File: config.mk
export PLATFORM = sky130hd
export DESIGN_NAME = cnle_dist_unit
export DESIGN_NICKNAME = d
export VERILOG_FILES = /design/src/design/cnle_pkg.sv /design/src/design/cnle_dist_unit.sv
export SDC_FILE = /design/constraint.sdc
export NUM_CORES = 2
export LEC_CHECK = 0
export BUFFER_PORTS_ARGS = -buffer_cell sky130_fd_sc_hd__buf_4
export CAP_MARGIN = 30
export CORE_MARGIN = 10
export CORE_UTILIZATION = 53
export DETAILED_ROUTE_END_ITERATION = 8
export PLACE_DENSITY = 0.81
export SYNTH_ARGS = -nofsm -noshare
export SYNTH_HDL_FRONTEND = slang
export SYNTH_SLANG_ARGS = --single-unit
File: constraint.sdc
create_clock -name clk -period 10.1 [get_ports clk]
set_input_delay 0 -clock clk [delete_from_list [all_inputs] [get_ports clk]]
set_output_delay 0 -clock clk [all_outputs]
set_load 0.005 [all_outputs]
File: src/design/cnle_pkg.sv
// Shared types and constants for the cutoff neighbor list engine.
// Used by the top level, the distance unit and the port checker.
package cnle_pkg;

  localparam int COORD_W    = 24;
  localparam int CUT_W      = 52;
  localparam int OP_W       = 2;
  localparam int PART_W     = 7;
  localparam int LIST_W     = 4;
  localparam int STATUS_W   = 2;
  localparam int NBR_W      = 6;
  localparam int CFG_IDX_W  = 1;
  localparam int SQ_W       = 2 * COORD_W;
  localparam int ACC_W      = SQ_W + 1;
  localparam int SUM_W      = SQ_W + 2;
  localparam int FOUND_DEPTH = 63;

  localparam logic [NBR_W-1:0]  MAX_REPORTED   = NBR_W'(FOUND_DEPTH);
  localparam logic [LIST_W-1:0] LIST_COUNT_REQ = 4'd1;
  localparam logic [LIST_W-1:0] LIST_INDEX_REQ = 4'd0;

  typedef enum logic [OP_W-1:0] {
    OP_LOAD  = 2'd0,
    OP_QUERY = 2'd1,
    OP_CLEAR = 2'd2
  } op_t;

  typedef enum logic [STATUS_W-1:0] {
    ST_OK           = 2'd0,
    ST_BAD_LIST     = 2'd1,
    ST_BAD_PARTICLE = 2'd2
  } status_t;

  typedef enum logic [CFG_IDX_W-1:0] {
    CFG_HALF_MODE = 1'b0,
    CFG_CUTOFF_SQ = 1'b1
  } cfg_reg_t;

  typedef enum logic [1:0] {
    AXIS_X = 2'd0,
    AXIS_Y = 2'd1,
    AXIS_Z = 2'd2
  } axis_t;

  typedef enum logic [1:0] {
    ACC_HOLD = 2'd0,
    ACC_LOAD = 2'd1,
    ACC_ADD  = 2'd2
  } acc_op_t;

  typedef enum logic [3:0] {
    S_IDLE,
    S_CAP,
    S_X,
    S_Y,
    S_Z,
    S_CMP,
    S_ERD,
    S_ELOAD,
    S_ONE,
    S_OWAIT
  } state_t;

  typedef struct packed {
    logic signed [COORD_W-1:0] x;
    logic signed [COORD_W-1:0] y;
    logic signed [COORD_W-1:0] z;
  } point_t;

  typedef struct packed {
    logic    cap_center;
    logic    mul_en;
    axis_t   axis;
    acc_op_t acc_op;
  } dist_ctrl_t;

endpackage

File: src/design/cnle_dist_unit.sv
// Shared squared-distance unit: one 25x25 multiplier reused for x, y and z.
// Depends on cnle_pkg for the point and control types.
module cnle_dist_unit (
  input  logic                      clk,
  input  cnle_pkg::dist_ctrl_t      ctrl,
  input  cnle_pkg::point_t          point,
  input  logic [cnle_pkg::CUT_W-1:0] cutoff_sq,
  output logic                      hit
);
  import cnle_pkg::*;

  point_t                   center_r;
  logic signed [COORD_W-1:0] sel_a;
  logic signed [COORD_W-1:0] sel_b;
  logic signed [COORD_W:0]   ext_a;
  logic signed [COORD_W:0]   ext_b;
  logic signed [COORD_W:0]   diff;
  logic signed [2*COORD_W+1:0] prod;
  logic [SQ_W-1:0]           prod_r;
  logic [ACC_W-1:0]          acc_r;
  logic [SUM_W-1:0]          sum;

  always_comb begin
    case (ctrl.axis)
      AXIS_X: begin
        sel_a = point.x;
        sel_b = center_r.x;
      end
      AXIS_Y: begin
        sel_a = point.y;
        sel_b = center_r.y;
      end
      AXIS_Z: begin
        sel_a = point.z;
        sel_b = center_r.z;
      end
      default: begin
        sel_a = point.x;
        sel_b = center_r.x;
      end
    endcase
  end

  assign ext_a = {sel_a[COORD_W-1], sel_a};
  assign ext_b = {sel_b[COORD_W-1], sel_b};
  assign diff  = ext_a - ext_b;
  assign prod  = diff * diff;

  always_ff @(posedge clk) begin
    if (ctrl.cap_center) begin
      center_r <= point;
    end
    if (ctrl.mul_en) begin
      prod_r <= prod[SQ_W-1:0];
    end
    case (ctrl.acc_op)
      ACC_LOAD: acc_r <= ACC_W'(prod_r);
      ACC_ADD:  acc_r <= acc_r + ACC_W'(prod_r);
      default:  acc_r <= acc_r;
    endcase
  end

  assign sum = SUM_W'(acc_r) + SUM_W'(prod_r);
  assign hit = CUT_W'(sum) < cutoff_sq;

endmodule

==> results.md <==
* post-synth top area cell: fa_1
* Placer Congestion: 0.982
* top cells by area, synth: fa_1 (38%), edfxtp_1 (16%), ha_1 (10%)
* slack of the worst reg-to-reg path: 440 ps
* largest net degree at the start of global routing: 73
* Detailed Route WL: 78.3 mm
* height of the die: 262 um
* Die Span X: 262 um
* overflow left after global routing: 0
* Synthesized Nets: 4181
* Buffers on Ports: 131
* commonest cells after routing, fill and taps aside: inv_1 (689), fa_1 (598), nor2_1 (280)
* Post-synth EDFFs: 168
* clock latency on the worst-skew pair: 480 ps
* hold path cells: 1
* most used cell along the critical path: fa_1
* area of the mapped netlist: 0.0312 mm^2
* data required time of the critical path: 10320 ps
* Die ar.: 0.0689 mm^2
* layout-stage area growth over the synthesis result: 11.5%
* clk sinks: 168
* Async SR Flop Fraction: 0%
* nets: 4387
* final worst path period need: 9660 ps
* biggest cell delay along the critical path: 550 ps
* Ys Warns: 0
* antenna violations before repair: 1
* Post-CTS Setup Repair Bufs: 0
* CP max-delay cell: fa_1
* kind of start point of the critical path: flip-flop
* cell area after placement: 0.0334 mm^2
* RSZ-0062 raised after global routing: no
* headroom to the max-slew limit: 40.1%
* R2R cell count: 34
* Pre-antenna DRT Iters: 7
* mean cell area of the mapped netlist: 9.77 um^2
* Seq cells post-synth: 168
* hold slack: 37.9 ps
* final setup fails: 0
* post-route non-filler standard cell count: 4175
* number of placed cells counting well taps: 4069
* Total Routing Usage GR: 23.1%
* most used flip-flop cell after synthesis: edfxtp_1
* capturing element type of the critical path: flip-flop
* number of fillers in the final layout: 4718
* vias after detailed routing: 23.1k
* share of the synthesized area in the top cell type: 38.5%
* commonest non-fill, non-tap cell in the layout: inv_1
* first-pass GRT wire length: 129 mm
* worst r2r dst: prod_r[46]
* floorplan core area: 0.0579 mm^2
* worst hold start: ctrl[4]
* average vias per placed instance: 5.54
* clk slew on worst S/H paths: 80 ps
* Synth cell types: 72
* DP HPWL: 64.5 mm
* critical path fanouts, max: 27
* number of global-route vias before repair: 24.7k
* share of layout cells above drive strength 1: 9.27%
* TritonCTS clock tree: yes
* final std cell area, no fill: 0.0348 mm^2
* worst path arrival time: 9880 ps
* initial cell density of the core: 53.8%
* Hold Crit Class: input port to flip-flop
* Gate Count Post-Synth: 3190
* source of the worst register-to-register timing path: center_r[25]
* Remaining DRCs: 0
* count of final hold-check violations: 0
* crit share post-route: 95.6%
* Hold Path End: prod_r[6]
* number of ports placed on the die boundary: 132
* clock root buffer master: clkbuf_16
* achievable frequency: 104 MHz
* slew at the pin with the worst max-slew slack: 899 ps
* antenna-violating nets left: 0
* DRT iter0 DRCs: 1716
* wire length per cell: 18.8 um
* number of buffers created by CTS: 17
* run status: finished clean
* deepest level of the CTS H-tree: 4
* share of the yosys chip area belonging to registers: 16.2%
* floorplan row count: 88
* setup TNS: 0 ps
* max-cap check violation count: 0
* Critical Setup Path Class: flip-flop to flip-flop
* worst clock skew: 15.4 ps
* maximum count of clock buffers along a single path: 2
* Final Slew Violations: 0
==> Yosys cell counts, types with 7 or more instances <==
| library cell | count |
|---|---|
| fa_1 | 599 |
| or2_2 | 9 |
| xor2_1 | 34 |
| a31oi_1 | 19 |
| buf_1 | 7 |
| nand3_1 | 27 |
| a21boi_0 | 7 |
| xnor2_1 | 88 |
| inv_1 | 691 |
| o21ai_0 | 83 |
| nor3_1 | 25 |
| and2_1 | 10 |
| clkbuf_1 | 83 |
| nand2b_1 | 26 |
| o21bai_1 | 22 |
| o31ai_1 | 7 |
| o211ai_1 | 13 |
| a2111oi_0 | 7 |
| o21a_1 | 18 |
| a22oi_1 | 51 |
| and3_1 | 17 |
| a21o_1 | 75 |
| a21oi_1 | 141 |
| nand2_1 | 244 |
| nor2_1 | 281 |
| ha_1 | 261 |
| nand4_1 | 23 |
| mux2_2 | 41 |
| a211oi_1 | 7 |
| edfxtp_1 | 168 |
| nor2b_1 | 15 |
==> flip-flops by register name, summed over array words and instances (netlist names) <==
| name | flops |
|---|---|
| acc_r | 49 |
| center_r | 72 |
| prod_r | 47 |
==> worst max-delay path, delay by kind of cell (launching register included) <==
kind | cells | cell delay, ps
xor+xnor | 2 | 230
compound gates | 13 | 3090
fa+ha+maj | 9 | 4230
buf+inv | 5 | 390
flops | 1 | 390
simple gates | 5 | 1060
==> metal layers <==
metal / vias to the layer above / share of wire, % / GRT usage, %
met5: - / 0 / 0
met4: 0 / 2.2 / 5.92
met3: 136 / 11 / 7.32
met2: 1104 / 46 / 36.8
met1: 11306 / 42 / 30.0
li1: 10575 / - / -
==> cell families after synthesis <==
logic type	Yosys count	share of synthesized area, %
muxes	41	1.48
and+or+nand+nor	701	9.75
xor gates and xnor gates	125	3.59
adders and majority gates	860	49.0
buffers and inverters	797	9.65
AOI/OAI and AO/OA	498	10.4
DFF	168	16.2
==> final cells by class <==
type	instances	area, um^2	area share (%)
multi-input combinational	2225	23100	66.6
sequential	168	5040	14.5
inverter	699	2630	7.56
timing repair buffer	285	2400	6.90
tap	765	957	2.75
clock buffer	18	429	1.23
clock inverter	14	163	0.468
antenna	1	2.50	0.00720
==> per-stage QoR <==
stage               utilization, %  worst slack [ps]
floorplan                        -               194
global placement              57.6               217
detailed placement            57.7              97.6
CTS                           60.0               246
global route                  60.0              36.8
finish                        60.0               441
==> how the worst max path moves through the flow <==
stage	startpoint	endpoint	slack [ps]	depth (start not counted)
after global routing	center_r[0]	prod_r[46]	40	33
after CTS	center_r[25]	prod_r[46]	250	34
after detailed placement	ctrl[2]	prod_r[46]	100	39
after global placement	ctrl[2]	prod_r[46]	220	36
after floorplan	ctrl[2]	prod_r[47]	190	35
final	center_r[25]	prod_r[46]	440	34
==> repair_timing <==
item | CTS | global route
resized for setup | 0 | 8
endpoints found under the setup margin | 0 | 7
endpoints found under the hold margin | 77 | 0
hold buffers | 73 | 0
Power is left out: the tool's default activity adds up to more than one toggle a clock period on the data nets, which glitch-free logic cannot reach.
